[config.mk]
export PLATFORM = sky130hd
export DESIGN_NAME = utf8_string_validator_core_flat
export DESIGN_NICKNAME = d
export VERILOG_FILES = /design/src/rtl/utf8v_pkg.sv /design/src/rtl/utf8v_byte_if.sv /design/src/rtl/utf8v_verdict_if.sv /design/src/rtl/utf8v_decoder.sv /design/src/rtl/utf8v_out_buf.sv /design/src/rtl/utf8_string_validator_core.sv /design/src/flat_wrapper.sv
export SDC_FILE = /design/constraint.sdc
export NUM_CORES = 1
export LEC_CHECK = 0
export BUFFER_PORTS_ARGS = -buffer_cell sky130_fd_sc_hd__buf_2
export CORE_MARGIN = 4
export CORE_UTILIZATION = 60
export DETAILED_ROUTE_END_ITERATION = 10
export PLACE_DENSITY = 0.79
export SLEW_MARGIN = 25
export SYNTH_ARGS = -nofsm -noshare
export SYNTH_HDL_FRONTEND = slang
export SYNTH_HIERARCHICAL = 1
export SYNTH_SLANG_ARGS = --single-unit
[constraint.sdc]
create_clock -name clk -period 4.6 [get_ports clk]
set_input_delay 0.69 -clock clk [delete_from_list [all_inputs] [get_ports clk]]
set_output_delay 0.69 -clock clk [all_outputs]
set_load 0.03 [all_outputs]
[src/rtl/utf8v_pkg.sv]
// ----------------------------------------------------------------------------
// utf8v_pkg: shared types and constants of the UTF-8 string validator
// Field widths, register indexes, decode masks and code point bounds.
// ----------------------------------------------------------------------------
package utf8v_pkg;

  // Field and register widths.
  localparam int LEN_W   = 15;
  localparam int CP_W    = 21;
  localparam int CFG_IDX_W = 1;

  // Largest supported string length; the configured limit is clamped to it.
  localparam logic [LEN_W-1:0] MAX_STRING_BYTES = 15'd16384;
  localparam logic [LEN_W-1:0] MAX_LENGTH_RESET = 15'd16384;

  // Configuration register indexes.
  localparam logic [CFG_IDX_W-1:0] CFG_MAX_LENGTH      = 1'b0;
  localparam logic [CFG_IDX_W-1:0] CFG_REJECT_CONTROLS = 1'b1;

  // Byte classes.
  localparam logic [7:0] CTRL_LIMIT = 8'h20;
  localparam logic [7:0] DEL_BYTE   = 8'h7F;
  localparam logic [7:0] LEAD2_MASK = 8'hE0;
  localparam logic [7:0] LEAD2_CODE = 8'hC0;
  localparam logic [7:0] LEAD3_MASK = 8'hF0;
  localparam logic [7:0] LEAD3_CODE = 8'hE0;
  localparam logic [7:0] LEAD4_MASK = 8'hF8;
  localparam logic [7:0] LEAD4_CODE = 8'hF0;
  localparam logic [7:0] CONT_MASK  = 8'hC0;
  localparam logic [7:0] CONT_CODE  = 8'h80;

  // Sequence lengths.
  localparam logic [2:0] SEQ_NONE  = 3'd0;
  localparam logic [2:0] SEQ_TWO   = 3'd2;
  localparam logic [2:0] SEQ_THREE = 3'd3;
  localparam logic [2:0] SEQ_FOUR  = 3'd4;

  // Code point bounds.
  localparam logic [CP_W-1:0] MIN_CP2 = 21'h00080;
  localparam logic [CP_W-1:0] MIN_CP3 = 21'h00800;
  localparam logic [CP_W-1:0] MIN_CP4 = 21'h10000;
  localparam logic [CP_W-1:0] MAX_CP  = 21'h10FFFF;
  localparam logic [CP_W-1:0] SURR_LO = 21'h0D800;
  localparam logic [CP_W-1:0] SURR_HI = 21'h0DFFF;

  typedef struct packed {
    logic [LEN_W-1:0] max_length;
    logic             reject_controls;
  } cfg_t;

  typedef struct packed {
    logic             string_valid;
    logic [LEN_W-1:0] string_length;
  } verdict_t;

  typedef struct packed {
    logic     valid;
    verdict_t verdict;
  } result_t;

endpackage

[src/rtl/utf8v_byte_if.sv]
// ----------------------------------------------------------------------------
// utf8v_byte_if: byte stream channel
// Valid/ready channel carrying one string byte and its end markers.
// ----------------------------------------------------------------------------
interface utf8v_byte_if;
  logic       valid;
  logic       ready;
  logic [7:0] data_byte;
  logic       end_of_string;
  logic       no_data;

  modport source (output valid, output data_byte, output end_of_string,
                  output no_data, input ready);
  modport sink   (input valid, input data_byte, input end_of_string,
                  input no_data, output ready);
endinterface

[src/rtl/utf8v_verdict_if.sv]
// ----------------------------------------------------------------------------
// utf8v_verdict_if: verdict channel
// Valid/ready channel carrying the verdict and length of one string.
// ----------------------------------------------------------------------------
interface utf8v_verdict_if;
  logic        valid;
  logic        ready;
  logic        string_valid;
  logic [14:0] string_length;

  modport source (output valid, output string_valid, output string_length,
                  input ready);
  modport sink   (input valid, input string_valid, input string_length,
                  output ready);
endinterface

[src/rtl/utf8v_decoder.sv]
// ----------------------------------------------------------------------------
// utf8v_decoder: strict UTF-8 decode state and string verdict
// Updates the sequence state and byte count for each accepted transaction
// and forms the verdict when a string ends.
// ----------------------------------------------------------------------------
module utf8v_decoder (
  input  logic              clk,
  input  logic              rst,
  input  logic              take,
  input  logic [7:0]        data_byte,
  input  logic              end_of_string,
  input  logic              no_data,
  input  utf8v_pkg::cfg_t   cfg,
  output utf8v_pkg::result_t result
);
  import utf8v_pkg::*;

  logic [1:0]       pending_count, pending_count_next;
  logic [2:0]       seq_length, seq_length_next;
  logic [CP_W-1:0]  code_accum, code_accum_next;
  logic             failed, failed_next;
  logic [LEN_W-1:0] byte_count, byte_count_next;
  logic [LEN_W-1:0] limit;

  // Effective limit: configured length clamped to the supported maximum.
  assign limit = (cfg.max_length > MAX_STRING_BYTES) ? MAX_STRING_BYTES : cfg.max_length;

  // Decode update for one byte, then the verdict on the updated state.
  always_comb begin
    logic             ctrl_bad;
    logic [CP_W-1:0]  cp;
    logic             cp_bad;
    logic [1:0]       p;
    logic [2:0]       s;
    logic [CP_W-1:0]  a;
    logic             f;
    logic [LEN_W-1:0] c;
    logic             done;

    p = pending_count;
    s = seq_length;
    a = code_accum;
    f = failed;
    c = byte_count;
    ctrl_bad = 1'b0;
    cp = {code_accum[CP_W-7:0], data_byte[5:0]};
    cp_bad = 1'b0;

    if (!no_data) begin
      if (byte_count <= limit) begin
        c = byte_count + 1'b1;
      end
      ctrl_bad = cfg.reject_controls && ((data_byte < CTRL_LIMIT) || (data_byte == DEL_BYTE));
      if (ctrl_bad) begin
        // A control byte is plain ASCII, so only the failure remains.
        f = 1'b1;
        p = 2'd0;
        s = SEQ_NONE;
        a = '0;
      end else if (pending_count == 2'd0) begin
        if (data_byte <= DEL_BYTE) begin
          // Single-byte character: state unchanged.
        end else if ((data_byte & LEAD2_MASK) == LEAD2_CODE) begin
          s = SEQ_TWO;
          p = 2'd1;
          a = {{(CP_W-5){1'b0}}, data_byte[4:0]};
        end else if ((data_byte & LEAD3_MASK) == LEAD3_CODE) begin
          s = SEQ_THREE;
          p = 2'd2;
          a = {{(CP_W-4){1'b0}}, data_byte[3:0]};
        end else if ((data_byte & LEAD4_MASK) == LEAD4_CODE) begin
          s = SEQ_FOUR;
          p = 2'd3;
          a = {{(CP_W-3){1'b0}}, data_byte[2:0]};
        end else begin
          f = 1'b1;
          p = 2'd0;
          s = SEQ_NONE;
          a = '0;
        end
      end else if ((data_byte & CONT_MASK) != CONT_CODE) begin
        f = 1'b1;
        p = 2'd0;
        s = SEQ_NONE;
        a = '0;
      end else begin
        p = pending_count - 2'd1;
        if (p == 2'd0) begin
          // Sequence complete: check overlong forms, range and surrogates.
          cp_bad = ((seq_length == SEQ_TWO) && (cp < MIN_CP2))
                || ((seq_length == SEQ_THREE) && (cp < MIN_CP3))
                || ((seq_length == SEQ_FOUR) && (cp < MIN_CP4))
                || (cp > MAX_CP)
                || ((cp >= SURR_LO) && (cp <= SURR_HI));
          s = SEQ_NONE;
          a = '0;
          if (cp_bad) begin
            f = 1'b1;
          end
        end else begin
          a = cp;
        end
      end
    end

    done = no_data || end_of_string;

    result.valid = take && done;
    result.verdict.string_valid = !f && (p == 2'd0) && (c != '0) && (c <= limit);
    result.verdict.string_length = c;

    if (take && done) begin
      pending_count_next = 2'd0;
      seq_length_next = SEQ_NONE;
      code_accum_next = '0;
      failed_next = 1'b0;
      byte_count_next = '0;
    end else if (take) begin
      pending_count_next = p;
      seq_length_next = s;
      code_accum_next = a;
      failed_next = f;
      byte_count_next = c;
    end else begin
      pending_count_next = pending_count;
      seq_length_next = seq_length;
      code_accum_next = code_accum;
      failed_next = failed;
      byte_count_next = byte_count;
    end
  end

  // String state registers.
  always_ff @(posedge clk) begin
    if (rst) begin
      pending_count <= 2'd0;
      seq_length <= SEQ_NONE;
      code_accum <= '0;
      failed <= 1'b0;
      byte_count <= '0;
    end else begin
      pending_count <= pending_count_next;
      seq_length <= seq_length_next;
      code_accum <= code_accum_next;
      failed <= failed_next;
      byte_count <= byte_count_next;
    end
  end

`ifndef ASSERT_OFF
  // An open sequence is longer than the continuations still expected.
  assert property (@(posedge clk) disable iff (rst)
    (pending_count != 2'd0) |-> (seq_length > {1'b0, pending_count}))
    else $error("sequence length does not match pending count");

  // With no sequence open, the accumulator and length are cleared.
  assert property (@(posedge clk) disable iff (rst)
    (pending_count == 2'd0) |-> ((code_accum == '0) && (seq_length == SEQ_NONE)))
    else $error("stale sequence state with nothing pending");

  // A string end leaves the decoder cleared for the next string.
  assert property (@(posedge clk) disable iff (rst)
    result.valid |=> ((byte_count == '0) && !failed && (pending_count == 2'd0)))
    else $error("string state not cleared after verdict");
`endif
endmodule

[src/rtl/utf8v_out_buf.sv]
// ----------------------------------------------------------------------------
// utf8v_out_buf: two-entry verdict buffer
// Output register with a skid entry behind it, so the byte side keeps
// running while a verdict waits to be taken.
// ----------------------------------------------------------------------------
module utf8v_out_buf (
  input  logic                clk,
  input  logic                rst,
  input  logic                push,
  input  utf8v_pkg::verdict_t din,
  output logic                full,
  output logic                valid,
  output utf8v_pkg::verdict_t dout,
  input  logic                pop_ready
);
  import utf8v_pkg::*;

  logic [1:0] count;
  verdict_t   slot0;
  verdict_t   slot1;
  logic       pop;

  assign full  = (count == 2'd2);
  assign valid = (count != 2'd0);
  assign dout  = slot0;
  assign pop   = valid && pop_ready;

  // Occupancy count.
  always_ff @(posedge clk) begin
    if (rst) begin
      count <= 2'd0;
    end else if (push && !pop) begin
      count <= count + 2'd1;
    end else if (pop && !push) begin
      count <= count - 2'd1;
    end
  end

  // Payload entries; slot0 is the one presented to the sink.
  always_ff @(posedge clk) begin
    if (push && pop) begin
      if (count == 2'd1) begin
        slot0 <= din;
      end else begin
        slot0 <= slot1;
        slot1 <= din;
      end
    end else if (push) begin
      if (count == 2'd0) begin
        slot0 <= din;
      end else begin
        slot1 <= din;
      end
    end else if (pop) begin
      slot0 <= slot1;
    end
  end

`ifndef ASSERT_OFF
  // No verdict arrives while both entries are occupied.
  assert property (@(posedge clk) disable iff (rst)
    push |-> !full)
    else $error("verdict pushed into a full buffer");

  // Draining one of two entries still leaves a verdict on the output.
  assert property (@(posedge clk) disable iff (rst)
    (full && pop) |=> valid)
    else $error("skid entry lost on pop");
`endif
endmodule

[src/rtl/utf8_string_validator_core.sv]
// ----------------------------------------------------------------------------
// utf8_string_validator_core: strict UTF-8 string validator
// Checks a byte stream against strict UTF-8 and a length limit and gives
// one verdict per string.
// ----------------------------------------------------------------------------
// Throughput: one byte per cycle while the verdict buffer has room; the decode
// update is combinational from the string state registers to the verdict buffer,
// which registers the verdict when the last byte (or empty-string marker) of a
// string is accepted and presents it once any verdicts ahead of it are taken.
// Reset: clears the string state and sets max_length to 16384 and
// reject_controls to 0; the block is ready as soon as reset ends.
module utf8_string_validator_core (
  input  logic                                  clk,
  input  logic                                  rst,
  input  logic                                  cfg_we,
  input  logic [utf8v_pkg::CFG_IDX_W-1:0]        cfg_index,
  input  logic [utf8v_pkg::LEN_W-1:0]            cfg_data,
  utf8v_byte_if.sink                            byte_stream,
  utf8v_verdict_if.source                       verdict
);
  import utf8v_pkg::*;

  cfg_t    cfg;
  result_t result;
  logic    buf_full;
  logic    buf_valid;
  verdict_t buf_dout;
  logic    take;

  // Configuration registers.
  always_ff @(posedge clk) begin
    if (rst) begin
      cfg.max_length <= MAX_LENGTH_RESET;
      cfg.reject_controls <= 1'b0;
    end else if (cfg_we) begin
      case (cfg_index)
        CFG_MAX_LENGTH:      cfg.max_length <= cfg_data;
        CFG_REJECT_CONTROLS: cfg.reject_controls <= cfg_data[0];
        default: begin
        end
      endcase
    end
  end

  // Byte side handshake: stall only when both verdict entries are taken.
  assign byte_stream.ready = !buf_full;
  assign take = byte_stream.valid && byte_stream.ready;

  utf8v_decoder u_decoder (
    .clk           (clk),
    .rst           (rst),
    .take          (take),
    .data_byte     (byte_stream.data_byte),
    .end_of_string (byte_stream.end_of_string),
    .no_data       (byte_stream.no_data),
    .cfg           (cfg),
    .result        (result)
  );

  utf8v_out_buf u_out_buf (
    .clk       (clk),
    .rst       (rst),
    .push      (result.valid),
    .din       (result.verdict),
    .full      (buf_full),
    .valid     (buf_valid),
    .dout      (buf_dout),
    .pop_ready (verdict.ready)
  );

  assign verdict.valid         = buf_valid;
  assign verdict.string_valid  = buf_dout.string_valid;
  assign verdict.string_length = buf_dout.string_length;

`ifndef ASSERT_OFF
  // The byte side stalls only while verdicts are waiting.
  assert property (@(posedge clk) disable iff (rst)
    !byte_stream.ready |-> verdict.valid)
    else $error("byte stream stalled with no verdict pending");

  // An accepted string end shows a verdict in the next cycle.
  assert property (@(posedge clk) disable iff (rst)
    (take && (byte_stream.no_data || byte_stream.end_of_string)) |=> verdict.valid)
    else $error("string end produced no verdict");
`endif
endmodule

[src/flat_wrapper.sv]
// flat-port wrapper written by rule: the top's interface ports become plain ports
module utf8_string_validator_core_flat import utf8v_pkg::*;
  (clk, rst, cfg_we, cfg_index, cfg_data, byte_stream_valid, byte_stream_data_byte, byte_stream_end_of_string, byte_stream_no_data, byte_stream_ready, verdict_valid, verdict_string_valid, verdict_string_length, verdict_ready);
  utf8v_byte_if byte_stream_i ();
  utf8v_verdict_if verdict_i ();
  input  logic clk;
  input  logic rst;
  input  logic cfg_we;
  input  logic [utf8v_pkg::CFG_IDX_W-1:0] cfg_index;
  input  logic [utf8v_pkg::LEN_W-1:0] cfg_data;
  input wire logic [$bits(byte_stream_i.valid)-1:0] byte_stream_valid;
  input wire logic [$bits(byte_stream_i.data_byte)-1:0] byte_stream_data_byte;
  input wire logic [$bits(byte_stream_i.end_of_string)-1:0] byte_stream_end_of_string;
  input wire logic [$bits(byte_stream_i.no_data)-1:0] byte_stream_no_data;
  output wire logic [$bits(byte_stream_i.ready)-1:0] byte_stream_ready;
  output wire logic [$bits(verdict_i.valid)-1:0] verdict_valid;
  output wire logic [$bits(verdict_i.string_valid)-1:0] verdict_string_valid;
  output wire logic [$bits(verdict_i.string_length)-1:0] verdict_string_length;
  input wire logic [$bits(verdict_i.ready)-1:0] verdict_ready;
  assign byte_stream_i.valid = byte_stream_valid;
  assign byte_stream_i.data_byte = byte_stream_data_byte;
  assign byte_stream_i.end_of_string = byte_stream_end_of_string;
  assign byte_stream_i.no_data = byte_stream_no_data;
  assign byte_stream_ready = byte_stream_i.ready;
  assign verdict_valid = verdict_i.valid;
  assign verdict_string_valid = verdict_i.string_valid;
  assign verdict_string_length = verdict_i.string_length;
  assign verdict_i.ready = verdict_ready;
  utf8_string_validator_core u_core (.clk(clk), .rst(rst), .cfg_we(cfg_we), .cfg_index(cfg_index), .cfg_data(cfg_data), .byte_stream(byte_stream_i), .verdict(verdict_i));
endmodule
==> metrics.cfg <==
[placed_design]
dp_hpwl_mm=8.67
pre_cts_ws_ns=-0.0911
dp_cells=663
postPlaceCellArea_um2=5390
portBuffers=48
gp_congestion=0.939

[yosys]
ys_warn_count=6
synth_edf_count=32
syn_inst=518
async_flop_share_pct=0
yosys-top-cells-area=dfxtp_1 22%, edfxtp_1 19%, ha_1 9.7%
syn_area_um2=5010
ys_types=59
ys_dominant_reg_cell=dfxtp_1
avgSynthCellArea_um2=9.68
ys_seq_area_share_pct=40.7
synth.largest_area_cell=dfxtp_1
ys_ff_latch=86
synth.top_cell.area_share_pct=21.6
synth_nets=588

[sta]
hold_violations=0
post-route-min-period_ns=4.63
tightest_slew_ns=0.771
rsz0062_at_grt=true
drv_slew=0
tns_ns=-0.0316
setup_slack_ns=-0.0316
finalSetupViolCount=1
maxSlewHeadroom_pct=47.5
skew_ns=0.00850
fin_hold_ws_ns=0.456
period_share_pct=101
maxClockFrequency_mhz=216

[floorplan]
die_w_um=99.4
io_pins=49
die_h_um=99.4
start_util_pct=61.3
core_um2=8180
die_area_um2=9880
fp-row-count=33

[final_layout]
nFillCells=631
drive_gt1_share_pct=26.7
final_common_cell=dfxtp_1
final_nets=653
diodes=0
fin_cells=693
final_cell_area_um2=5870
layout_common_cells=52 x dfxtp_1, 48 x buf_2, 48 x nand2_1
fin_util_pct=71.8
area_delta_synth_final_pct=17.1

[routing]
route.detailed.drc=0
routedWlPerCell_um=16.9
firstDrtPassIters=5
vias=4093
final_antenna_net_count=0
routed_wl_mm=11.7
drt_iter0_drc=269
via_per_inst=5.91

[grt]
overflow=0
grt_use_total_pct=23.4
grt_pass1_vias=3756
grt_util_met2_pct=39.7
met1_usage_pct=30.5
grt_pass1_wl_mm=18.4
grt_max_degree=37
grtUsageMet3_pct=3.23
top_usage_layer=met2
antenna_found_initial=0

[clock_network]
hold_buffers=0
clk_latency_ns=0.36
clk_pin_slew_ns=0.09
htree_levels=3
cts_buffers=9
clockRootBuffer=clkbuf_8
clock_sinks=86
clk_path_buf_depth=2
cts_tree=built

[critical_path]
worstSetupPathType=flop to flop
start_kind=flop
ff2ff_path_depth=19
crit_arrival_ns=4.74
worst-endpoint-required_ns=4.71
cp_max_fo=6
endpoint_kind=flop
reg2reg_slack_ns=-0.03

[pwr]
total_power_mw=2.07
clkPwrFrac_pct=23.2
pwr-share-seq_pct=46.9
p_leak_nw=2.33
comb_power_share_pct=29.8
power.share.switching_pct=34.4
vdd_drop_max_uv=154
internal_power_mw=1.36
p_per_area_nw_per_um2=352
p_sw_mw=0.711

[status]
status=complete, but fails checks
violations=setup timing

[hold_path]
hp-class=flop to flop
holdPathStages=2

[flow_run]
drv_cap=0

-- worst max-delay path, cell delays in order, from the launching register on --
cell and delay [ns]:
dfxtp_1 0.35, nor4_2 0.30, a41o_1 0.24, nand2_2 0.10, ha_4 0.27, nand4_1 0.10, or3_1 0.35, mux2i_1 0.16
a21oi_2 0.08, or4b_4 0.61, buf_4 0.18, nor2_4 0.15, xor2_4 0.11, ha_4 0.29, nand4_1 0.14, a2111oi_2 0.37
nor2_1 0.07, o22ai_1 0.14, a31oi_1 0.08, mux2_2 0.28
-- cell usage after synthesis, drive strengths merged (3+ instances only) --
library cell and n:
dfxtp 54, xnor2 10, a21oi 35, a21o 3
o21ai 28, nand2 50, nand3b 4, mux2i 5
edfxtp 32, nand4 11, nand3 26, a211oi 3
nand4bb 14, nor2 45, nor3 10, buf 8
nor4 8, o21a 4, ha 39, clkbuf 18
xor2 17, nand2b 20, inv 13, and3 5
or3 3, mux2 17, nor2b 4
-- layout make-up --
type | instances | area (um^2) | share of cell area (%)
Timing Repair Buffer | 80 | 484 | 8.25
Multi-Input combinational cell | 393 | 2980 | 50.8
Sequential cell | 86 | 2050 | 34.9
Clock buffer | 10 | 128 | 2.17
Tap cell | 105 | 131 | 2.24
Clock inverter | 6 | 45.0 | 0.767
Inverter | 13 | 52.6 | 0.895
-- per-layer routing --
metal / wire length (um) / up-vias
met4: 323 / 0
met3: 549 / 32
met2: 5730 / 131
met5: 0 / -
met1: 5090 / 1924
li1: - / 2006
-- power groups by stage --
stage / logic, mW / clock network, mW / registers [mW]
4_1_cts: 0.604 / 0.489 / 0.970
5_1_grt: 0.664 / 0.531 / 0.980
3_3_place_gp: 0.590 / 0 / 0.982
6_report: 0.616 / 0.480 / 0.970
2_1_floorplan: 0.347 / 0 / 1.09
3_5_place_dp: 0.601 / 0 / 0.987
-- final timing paths --
check,startpoint,endpoint
max reg2reg,u_core/cfg[12]$_SDFFE_PP0P_,u_core/u_out_buf/dout[15]$_DFFE_PP_
min reg2reg,u_core/u_decoder/code_accum[12]$_SDFFE_PP0P_,u_core/u_decoder/code_accum[12]$_SDFFE_PP0P_
max,u_core/cfg[12]$_SDFFE_PP0P_,u_core/u_out_buf/dout[15]$_DFFE_PP_
min,u_core/u_decoder/code_accum[12]$_SDFFE_PP0P_,u_core/u_decoder/code_accum[12]$_SDFFE_PP0P_
-- timing repair --
action,4_1_cts,5_1_grt
pin swaps,2,13
endpoints found under the setup margin,1,2
hold endpoints to repair,0,0
setup buffers,2,12
gates resized for setup,6,29
-- registers in the layout, indices dropped and copies added, names as in the netlist, 2 cells and up --
name,count
u_core/cfg,16
u_core/u_decoder/byte_count,15
u_core/u_decoder/code_accum,15
u_core/u_decoder/pending_count,2
u_core/u_decoder/seq_length,3
u_core/u_out_buf/count,2
u_core/u_out_buf/dout,16
u_core/u_out_buf/slot1,16
-- logic make-up after synthesis --
group,Yosys count,synth area share [%]
compound gates,91,11.6
flops,86,40.7
xor+xnor,27,4.87
mux,22,5.82
buf+inv,39,3.62
fa+ha+maj,39,9.74
simple gates,214,23.6
Note: power is estimated with default switching activity, not from simulation.
